**src/rtl/park_miller_random_generator_unit_macros.svh**
```systemverilog
// Assertion macros for the generator RTL; used by pmrg_ctrl.
// Each macro expects a clock named clk and an active-low reset named rst_n in scope.
`ifndef PARK_MILLER_RANDOM_GENERATOR_UNIT_MACROS_SVH
`define PARK_MILLER_RANDOM_GENERATOR_UNIT_MACROS_SVH

// Same-cycle implication, checked outside reset
`define PMRG_ASSERT_NOW(label, ante, cons, msg) \
  label: assert property (@(posedge clk) disable iff (!rst_n) (ante) |-> (cons)) \
    else $error(msg);

// Next-cycle implication, checked outside reset
`define PMRG_ASSERT_NEXT(label, ante, cons, msg) \
  label: assert property (@(posedge clk) disable iff (!rst_n) (ante) |=> (cons)) \
    else $error(msg);

`endif

```
**src/rtl/pmrg_pkg.sv**
```systemverilog
// Shared types and constants for the Lehmer generator.
// No dependencies; used by the controller, the datapath and the top level.
`timescale 1ns / 1ps

package pmrg_pkg;

  localparam int WORD_W    = 32;
  localparam int HALF_W    = 16;
  localparam int MULT_W    = 15;
  localparam int PROD_W    = MULT_W + HALF_W;
  localparam int DIV_CNT_W = 5;

  localparam logic [MULT_W-1:0]    MULT_A      = 15'd16807;
  localparam logic [DIV_CNT_W-1:0] DIV_LAST    = 5'd31;
  localparam logic [WORD_W-1:0]    STATE_RESET = 32'd1;

  // Operation codes carried in the input tuser
  localparam logic OP_DRAW   = 1'b0;
  localparam logic OP_RESEED = 1'b1;

  typedef enum logic [2:0] {
    ST_IDLE,
    ST_SEED,
    ST_MUL,
    ST_FOLD,
    ST_WRAP,
    ST_DIV,
    ST_EMIT
  } pmrg_state_t;

  // Controller to datapath commands
  typedef struct packed {
    logic cap;
    logic seed_load;
    logic mul;
    logic fold;
    logic wrap;
    logic div_step;
    logic emit;
  } pmrg_cmd_t;

  // Datapath to controller status
  typedef struct packed {
    logic span_zero;
    logic div_last;
  } pmrg_sts_t;

endpackage

```
**src/rtl/pmrg_ctrl.sv**
```systemverilog
// Sequencing state machine of the generator: handshakes and step commands.
// Depends on pmrg_pkg and the assertion macro header.
`timescale 1ns / 1ps
`include "park_miller_random_generator_unit_macros.svh"

module pmrg_ctrl
  import pmrg_pkg::*;
(
  input  logic      clk,
  input  logic      rst_n,
  input  logic      in_tvalid,
  output logic      in_tready,
  input  logic      in_op,
  output logic      out_tvalid,
  input  logic      out_tready,
  input  pmrg_sts_t sts,
  output pmrg_cmd_t cmd
);

  pmrg_state_t state_r, state_nxt;
  logic        out_valid_r, out_valid_nxt;
  logic        out_free;

  assign out_free   = !out_valid_r || out_tready;
  assign out_tvalid = out_valid_r;

  // State and output-valid registers
  always_ff @(posedge clk) begin
    if (!rst_n) begin
      state_r     <= ST_IDLE;
      out_valid_r <= 1'b0;
    end else begin
      state_r     <= state_nxt;
      out_valid_r <= out_valid_nxt;
    end
  end

  // Next state and step commands
  always_comb begin
    state_nxt     = state_r;
    cmd           = '0;
    in_tready     = 1'b0;
    out_valid_nxt = out_valid_r && !out_tready;
    case (state_r)
      ST_IDLE: begin
        in_tready = 1'b1;
        if (in_tvalid) begin
          cmd.cap   = 1'b1;
          state_nxt = (in_op == OP_RESEED) ? ST_SEED : ST_MUL;
        end
      end
      ST_SEED: begin
        cmd.seed_load = 1'b1;
        state_nxt     = ST_EMIT;
      end
      ST_MUL: begin
        cmd.mul   = 1'b1;
        state_nxt = ST_FOLD;
      end
      ST_FOLD: begin
        cmd.fold  = 1'b1;
        state_nxt = ST_WRAP;
      end
      ST_WRAP: begin
        cmd.wrap  = 1'b1;
        state_nxt = sts.span_zero ? ST_EMIT : ST_DIV;
      end
      ST_DIV: begin
        cmd.div_step = 1'b1;
        if (sts.div_last) begin
          state_nxt = ST_EMIT;
        end
      end
      ST_EMIT: begin
        // hold the finished item until the output register is free
        if (out_free) begin
          cmd.emit      = 1'b1;
          out_valid_nxt = 1'b1;
          state_nxt     = ST_IDLE;
        end
      end
      default: begin
        state_nxt = ST_IDLE;
      end
    endcase
  end

  `PMRG_ASSERT_NOW(a_emit_free, cmd.emit, out_free, "emit while output register is held")
  `PMRG_ASSERT_NEXT(a_div_end, (state_r == ST_DIV) && sts.div_last, state_r == ST_EMIT,
                    "divider end did not lead to emit")
  `PMRG_ASSERT_NEXT(a_emit_valid, cmd.emit, out_tvalid, "emitted item not presented")
  `PMRG_ASSERT_NEXT(a_draw_start, in_tvalid && in_tready && (in_op == OP_DRAW),
                    state_r == ST_MUL, "draw item did not start the multiply")

endmodule

```
**src/rtl/pmrg_dp.sv**
```systemverilog
// Datapath of the generator: state register, split multiply, fold,
// radix-2 remainder unit and the output register. Depends on pmrg_pkg.
`timescale 1ns / 1ps

module pmrg_dp
  import pmrg_pkg::*;
(
  input  logic              clk,
  input  logic              rst_n,
  input  pmrg_cmd_t         cmd,
  output pmrg_sts_t         sts,
  input  logic              in_op,
  input  logic [WORD_W-1:0] in_seed,
  input  logic [WORD_W-1:0] in_low,
  input  logic [WORD_W-1:0] in_high,
  output logic [WORD_W-1:0] out_raw,
  output logic [WORD_W-1:0] out_ranged,
  output logic              out_empty
);

  logic                 op_r;
  logic [WORD_W-1:0]    seed_r, low_r, span_r;
  logic [WORD_W-1:0]    gen_r, gen_nxt;
  logic [PROD_W-1:0]    plo_r, phi_r;
  logic [WORD_W-1:0]    sum_r, sum_nxt;
  logic [WORD_W-1:0]    rem_r, dvd_r;
  logic [DIV_CNT_W-1:0] cnt_r;
  logic [WORD_W-1:0]    raw_r, ranged_r;
  logic                 empty_r;
  logic [WORD_W-1:0]    seed_inc, fold_val;
  logic [WORD_W:0]      shifted, trial;
  logic [WORD_W-1:0]    rem_nxt, ranged_nxt;

  assign sts.span_zero = (span_r == '0);
  assign sts.div_last  = (cnt_r == DIV_LAST);

  // Reseed value: seed plus one; a zero result is replaced by 1 when loaded
  assign seed_inc = seed_r + WORD_W'(1);

  // Sum of the low product, the shifted low part of the high product and its top part
  assign sum_nxt = {{(WORD_W-PROD_W){1'b0}}, plo_r}
                 + {{(WORD_W-PROD_W){1'b0}}, phi_r[MULT_W-1:0], {HALF_W{1'b0}}}
                 + {{(WORD_W-(PROD_W-MULT_W)){1'b0}}, phi_r[PROD_W-1:MULT_W]};

  // Fold bit 31 back into the low 31 bits
  assign fold_val = {1'b0, sum_r[WORD_W-2:0]} + {{(WORD_W-1){1'b0}}, sum_r[WORD_W-1]};

  always_comb begin
    gen_nxt = gen_r;
    if (cmd.seed_load) begin
      gen_nxt = (seed_inc == '0) ? STATE_RESET : seed_inc;
    end else if (cmd.wrap) begin
      gen_nxt = fold_val;
    end
  end

  // One restoring step: shift in the next dividend bit, subtract when it fits
  assign shifted = {rem_r, dvd_r[WORD_W-1]};
  assign trial   = shifted - {1'b0, span_r};
  assign rem_nxt = trial[WORD_W] ? shifted[WORD_W-1:0] : trial[WORD_W-1:0];

  always_comb begin
    if (op_r == OP_RESEED) begin
      ranged_nxt = '0;
    end else if (sts.span_zero) begin
      ranged_nxt = low_r;
    end else begin
      ranged_nxt = rem_r + low_r;
    end
  end

  // Generator state
  always_ff @(posedge clk) begin
    if (!rst_n) begin
      gen_r <= STATE_RESET;
    end else begin
      gen_r <= gen_nxt;
    end
  end

  // Operand capture, products, fold and remainder
  always_ff @(posedge clk) begin
    if (cmd.cap) begin
      op_r   <= in_op;
      seed_r <= in_seed;
      low_r  <= in_low;
      span_r <= in_high - in_low;
    end
    if (cmd.mul) begin
      plo_r <= PROD_W'(MULT_A) * PROD_W'(gen_r[HALF_W-1:0]);
      phi_r <= PROD_W'(MULT_A) * PROD_W'(gen_r[WORD_W-1:HALF_W]);
    end
    if (cmd.fold) begin
      sum_r <= sum_nxt;
    end
    if (cmd.wrap) begin
      dvd_r <= fold_val;
      rem_r <= '0;
      cnt_r <= '0;
    end else if (cmd.div_step) begin
      dvd_r <= {dvd_r[WORD_W-2:0], 1'b0};
      rem_r <= rem_nxt;
      cnt_r <= cnt_r + DIV_CNT_W'(1);
    end
    if (cmd.emit) begin
      raw_r    <= gen_r;
      ranged_r <= ranged_nxt;
      empty_r  <= (op_r == OP_DRAW) && sts.span_zero;
    end
  end

  assign out_raw    = raw_r;
  assign out_ranged = ranged_r;
  assign out_empty  = empty_r;

endmodule

```
**src/rtl/park_miller_random_generator_unit.sv**
```systemverilog
// Minimal-standard Lehmer generator with ranged draws.
// Channels: in_* takes one item per draw or reseed; in_tuser[0] is the
//   operation (0 draw, 1 reseed), in_tdata holds seed, low and high bounds.
//   out_* returns one item per input: raw state, ranged value and the
//   empty-span flag in out_tuser.
// Sequence: a draw runs the multiply, sum and fold, then the one-bit-per-cycle
//   remainder unit before out_tvalid; a reseed or an empty span skips the
//   remainder unit.
// Throughput: one item at a time; no new item is accepted until the
//   current one has been written to the output register.
// Reset: synchronous, active low; the generator state becomes 1 and no
//   item is pending.
// Stall: a finished item sits in the output register while the next item
//   is accepted and worked on; that next item waits before its output
//   write until the register has been taken.
// Depends on pmrg_pkg, pmrg_ctrl and pmrg_dp.
`timescale 1ns / 1ps

module park_miller_random_generator_unit
  import pmrg_pkg::*;
(
  input  logic        clk,
  input  logic        rst_n,
  input  logic        in_tvalid,
  output logic        in_tready,
  input  logic [95:0] in_tdata,   // seed_in[31:0], range_low[63:32], range_high[95:64]
  input  logic [0:0]  in_tuser,   // operation[0]
  output logic        out_tvalid,
  input  logic        out_tready,
  output logic [63:0] out_tdata,  // raw_value[31:0], ranged_value[63:32]
  output logic [0:0]  out_tuser   // empty_range[0]
);

  pmrg_cmd_t         cmd;
  pmrg_sts_t         sts;
  logic [WORD_W-1:0] raw_value, ranged_value;
  logic              empty_range;

  // Sequencer
  pmrg_ctrl u_ctrl (
    .clk        (clk),
    .rst_n      (rst_n),
    .in_tvalid  (in_tvalid),
    .in_tready  (in_tready),
    .in_op      (in_tuser[0]),
    .out_tvalid (out_tvalid),
    .out_tready (out_tready),
    .sts        (sts),
    .cmd        (cmd)
  );

  // Arithmetic and output register
  pmrg_dp u_dp (
    .clk        (clk),
    .rst_n      (rst_n),
    .cmd        (cmd),
    .sts        (sts),
    .in_op      (in_tuser[0]),
    .in_seed    (in_tdata[31:0]),
    .in_low     (in_tdata[63:32]),
    .in_high    (in_tdata[95:64]),
    .out_raw    (raw_value),
    .out_ranged (ranged_value),
    .out_empty  (empty_range)
  );

  assign out_tdata = {ranged_value, raw_value};
  assign out_tuser = empty_range;

endmodule

```
**config.mk**
```make
export PLATFORM = sky130hd
export DESIGN_NAME = park_miller_random_generator_unit
export DESIGN_NICKNAME = d
export VERILOG_FILES = /design/src/rtl/pmrg_pkg.sv /design/src/rtl/pmrg_ctrl.sv /design/src/rtl/pmrg_dp.sv /design/src/rtl/park_miller_random_generator_unit.sv
export VERILOG_INCLUDE_DIRS = /design/src /design/src/rtl
export SDC_FILE = /design/constraint.sdc
export NUM_CORES = 1
export LEC_CHECK = 0
export BUFFER_PORTS_ARGS = -buffer_cell sky130_fd_sc_hd__buf_2
export CAP_MARGIN = 30
export CORE_MARGIN = 2
export CORE_UTILIZATION = 55
export DETAILED_ROUTE_END_ITERATION = 10
export PLACE_DENSITY_LB_ADDON = 0.25
export SYNTH_ARGS = -nofsm -noshare
export SYNTH_HDL_FRONTEND = slang
export SYNTH_SLANG_ARGS = --single-unit
```
**constraint.sdc**
```tcl
create_clock -name clk -period 17.15 [get_ports clk]
set_input_delay 2.5725 -clock clk [delete_from_list [all_inputs] [get_ports clk]]
set_output_delay 2.5725 -clock clk [all_outputs]
set_load 0.05 [all_outputs]
```
# Word-level counts from Yosys, hierarchy flattened
# Cells that the tools add are included.
# word_totals
word_cells,73
output_inout_bits,67
regBits,361
inputBits,101
# op_classes
n_reduce_logical,11
n_addsub,8
eq_ne,10
n_mul,2
n_bitwise,1
muxes,25
# ops
operator,count
$mux 32,7
$logic_not 32->1,2
$mul 15x16->31 const A,2
$sub 33x32->33,1
$add 31x1->32,1
$add 31x31->32,1
$add 32x1->32 const B,1
$add 32x16->32,1
$add 32x32->32,1
$sub 32x32->32,1
$pmux 3 s7,1
$mux 1,12
$eq 3x3->1 const B,3
$mux 3,3
$eq 3x2->1 const B,2
$add 5x1->5 const B,1
$eq 5x5->1 const B,1
$mux 2,2
$ne 2x2->1 const B,2
$reduce_bool 2->1,2
$eq 3x1->1 const B,1
$logic_not 3->1,1
$reduce_and 3->1,1
$logic_and 1x1->1,2
4 further kinds,5

# Longest topological paths before layout
# depth
depth_word,4
ltp_mapped,23
depth_no_buf,23

# Hierarchy
# A second synthesis with hierarchy kept.
# unflattened
hier_cells,2822
area_unflattened_um2,28254.6
# by_module_without_submodules
module,cells_each,instances,area_each_um2,seq_area_each_um2
pmrg_dp,2785,1,27970.6,10029.6
pmrg_ctrl,37,1,284.0,80.1

# Worst setup path before layout
# OpenSTA, ideal clock, no wires.
# synth_timing
path_kind,input -> register
from,input port out_tready
to,"register u_dp.empty_r, in the netlist u_dp.out_empty, enable pin"
stages,2
slack_ps,11045
t_required_ps,16655
setup_ps,495
arrival_ps,5611
cell_sequence,nand2b_1 -> nor2b_1
# synth_lines
element,line_no,rtl
from (decl),park_miller_random_generator_unit.sv:29,"input logic out_tready,"
to (signal assigned),pmrg_dp.sv:108,empty_r <= (op_r == OP_DRAW) && sts.span_zero;
to (decl),pmrg_dp.sv:29,logic empty_r;

# Worst setup path in the final report
# layout_timing
from,register u_dp.gen_r[9]
to,register u_dp.plo_r[28] (data pin)
# layout_between
elab_chain_len,1
# layout_lines
element,line_no,rtl
from (decl),pmrg_dp.sv:23,"logic [WORD_W-1:0] gen_r, gen_nxt;"
from (signal assigned),pmrg_dp.sv:77,gen_r <= gen_nxt;
$mul 15x16->31,pmrg_dp.sv:90,plo_r <= PROD_W'(MULT_A) * PROD_W'(gen_r[HALF_W-1:0]);
to (signal assigned),pmrg_dp.sv:90,
to (decl),pmrg_dp.sv:24,"logic [PROD_W-1:0] plo_r, phi_r;"
# No other way between the ends.
# A chain may end at the register's enable or synchronous reset.

==> impl_metrics.tcl <==
set metrics [dict create \
    ys_types 76 \
    p_leak_nw 14.08 \
    fin_crit_sh_pct 38.78 \
    grt_pass1_wl_microns 111900 \
    rows 82 \
    area_growth_pct 10.69 \
    yosysSeqAreaShare_pct 36.24 \
    tightestPinTransition_ps 1039 \
    avgSynthCellArea_sq_um 10.06 \
    slowest_delay_ps 670 \
    crit_type "flop to flop" \
    clkTransAtPathRegs_ps 60 \
    pin_count 168 \
    synthArstFlopShare_pct 0 \
    tns_ps 0 \
    clockBufferDepth 3 \
    synth_ff_type "edfxtp_1" \
    cts-root-buf "clkbuf_16" \
    die_x_microns 229.2 \
    dr.max_layer_used "met5" \
    maxCapViolations 0 \
    syn_area_sq_um 27900 \
    max_freq_ghz 0.1503 \
    clock-sinks 361 \
    die_area_sq_um 52540 \
    routed_wl_microns 69460 \
    hp-class "flop to flop" \
    cpMaxStageDelayCell "a2111oi_0" \
    slew_headroom_pct 30.48 \
    fin_skew_ps 21.05 \
    detail_route.iter0.violations 1181 \
    p_per_area_nw_per_um2 161.3 \
    outcome "completed" \
    vias 21319 \
    wl_met1_microns 27790 \
    nFillCells 4166 \
    critical-path-top-delay-family "adder cells" \
    finalHoldViolCount 0 \
    synth_fp_nets 3347 \
    numCtsBuffers 40 \
    synthCells 2772 \
    grt_max_degree 69 \
    final-setup-viol-count 0 \
    wl_per_cell_microns 19.03 \
    ant_nets 0 \
    io_buffer_count 167 \
    finalCriticalPeriod_ps 6651 \
    nets 3520 \
    wl_met3_microns 3617 \
    critPathLaunchType "flop" \
    ctsResizeCount 0 \
    place_ws_ps 10540 \
    track_usage_pct 26.71 \
    synth-edff-count 288 \
    antenna_found_initial 2 \
    cpMostUsedCell "inv_1" \
    cts_tree "yes" \
    post-cts-setup-buffers 0 \
    ir_worst_vdd_mv 0.1440 \
    crit_chain "inv_1 > fa_1 > inv_1 > ha_1 > inv_1 > fa_1 > inv_1 > ha_1 > fa_1 > inv_1 > fa_1 > inv_1 > ha_1 > a21o_1 > a21oi_1 > o21ai_0 > a311oi_1 > o31a_1 > a211oi_1 > a2111oi_0 > o21bai_1 > a21oi_1 > xnor2_1" \
    core_area_sq_um 50070 \
    firstDrtPassIters 7 \
    worstPathArrival_ps 6950 \
    die_h_microns 229.2 \
    final_common_cell "ha_1" \
    multi_input_area_sq_um 16300 \
    finalWorstSetupSlack_ps 10500 \
    layout-drive-gt1-share_pct 9.439 \
    cts_hold_buf 0 \
    gp_congestion 0.9990 \
    grt_pass1_vias 21547 \
    maxSlewViolCount 0 \
    ff_latch_area_sq_um 10110 \
    worstSetupEndpointType "flop" \
    cp_num_buf_inv 6 \
    cts_max_level 2 \
    initial_core_util_pct 55.72 \
    route.detailed.drc 0 \
    place_hpwl_microns 54130 \
    rsz0062_at_grt "no" \
    yosys_warnings 0 \
    required_ps 17450 \
    vias_per_cell 5.839 \
    overflow 0 \
    wl_met2_microns 34840 \
    cp_max_fo 7 \
    clk_latency_ps 570 \
    ys_seq_elements 361 \
    layout_common_cells "ha_1 (354), inv_1 (349), edfxtp_1 (288)" \
]
[final cells by class]
| class | instances | share of cell area [%] |
|---|---|---|
| Antenna cell | 2 | 0.01621 |
| Multi-Input combinational cell | 2005 | 52.77 |
| Clock inverter | 18 | 0.5956 |
| Inverter | 349 | 4.242 |
| Sequential cell | 361 | 32.74 |
| Clock buffer | 56 | 3.634 |
| Tap cell | 672 | 2.723 |
| Timing Repair Buffer | 188 | 3.282 |
[flip-flops by register name, summed over array words and instances (netlist names)]
name	count
u_dp.plo_r	31
u_dp.op_r	1
u_dp.phi_r	31
u_dp.out_empty	1
u_dp.dvd_r	32
u_ctrl.state_r	3
u_dp.seed_r	32
u_dp.low_r	32
u_dp.sum_r	32
u_dp.gen_r	32
u_dp.span_r	32
u_dp.rem_r	32
u_dp.cnt_r	5
u_dp.out_raw	32
u_dp.out_ranged	32
u_ctrl.out_tvalid	1
[path summary, 6_finish.rpt]
| path | from | end | slack, ps | cells after the start |
|---|---|---|---|---|
| setup / recovery | u_dp.gen_r[9] | u_dp.plo_r[28] | 10500 | 23 |
| hold / removal | u_dp.cnt_r[4] | u_dp.cnt_r[4] | 450 | 2 |
| setup reg to reg | u_dp.gen_r[9] | u_dp.plo_r[28] | 10500 | 23 |
| hold reg to reg | u_dp.cnt_r[4] | u_dp.cnt_r[4] | 450 | 2 |
[routing by layer]
layer	up-vias	GRT usage, %
met5	-	0
met4	2	12.20
met3	185	3.237
met2	651	47.76
met1	10247	32.15
li1	10234	-
[cell usage after synthesis (all sizes together), types with 46 or more instances]
cell type	n	share of area, %
ha	354	16
fa	120	8.6
inv	349	4.7
nand2	183	2.5
a21oi	166	3.0
xor2	59	1.9
o21a	46	1.2
dfxtp	73	5.2
a21o	78	2.1
xnor2	141	4.4
edfxtp	288	31
o21ai	113	2.0
nand3	65	1.2
nor2	178	2.4
clkbuf	48	0.65
[stage by stage]
stage	instances	hold WS, ps	cell area [sq um]	total power, mW	util (%)
3_5_place_dp	3574	443.4	29540	4.122	59.01
5_1_grt	3649	482.1	30880	5.416	61.67
2_1_floorplan	2772	422.3	27900	3.393	-
3_3_place_gp	3574	430.7	29540	4.037	59.01
4_1_cts	3648	450.9	30850	5.019	61.62
6_report	3651	449.0	30880	4.982	61.68
[worst register-to-register path, delay by kind of cell, from the launching register on]
kind | cells | cell delay (ps)
compound gates | 9 | 2340
fa+ha+maj | 7 | 3060
buf+inv | 6 | 430
flops | 1 | 510
xor+xnor | 1 | 80
[logic make-up after synthesis]
| kind of cell | share of synthesized area, % |
|---|---|
| buffers and inverters | 5.494 |
| AO/OA/AOI/OAI | 14.21 |
| adder cells (fa/ha/maj) | 24.49 |
| multiplexers | 1.085 |
| XOR/XNOR | 6.279 |
| AND/OR/NAND/NOR | 12.21 |
| flip-flops | 36.24 |
[report_power, final]
part / switching (mW) / total (mW) / internal, mW
Sequential: 0.150 / 1.40 / 1.25
Clock: 0.363 / 0.868 / 0.505
Combinational: 1.61 / 2.71 / 1.10
Note: power is estimated with default switching activity, not from simulation.
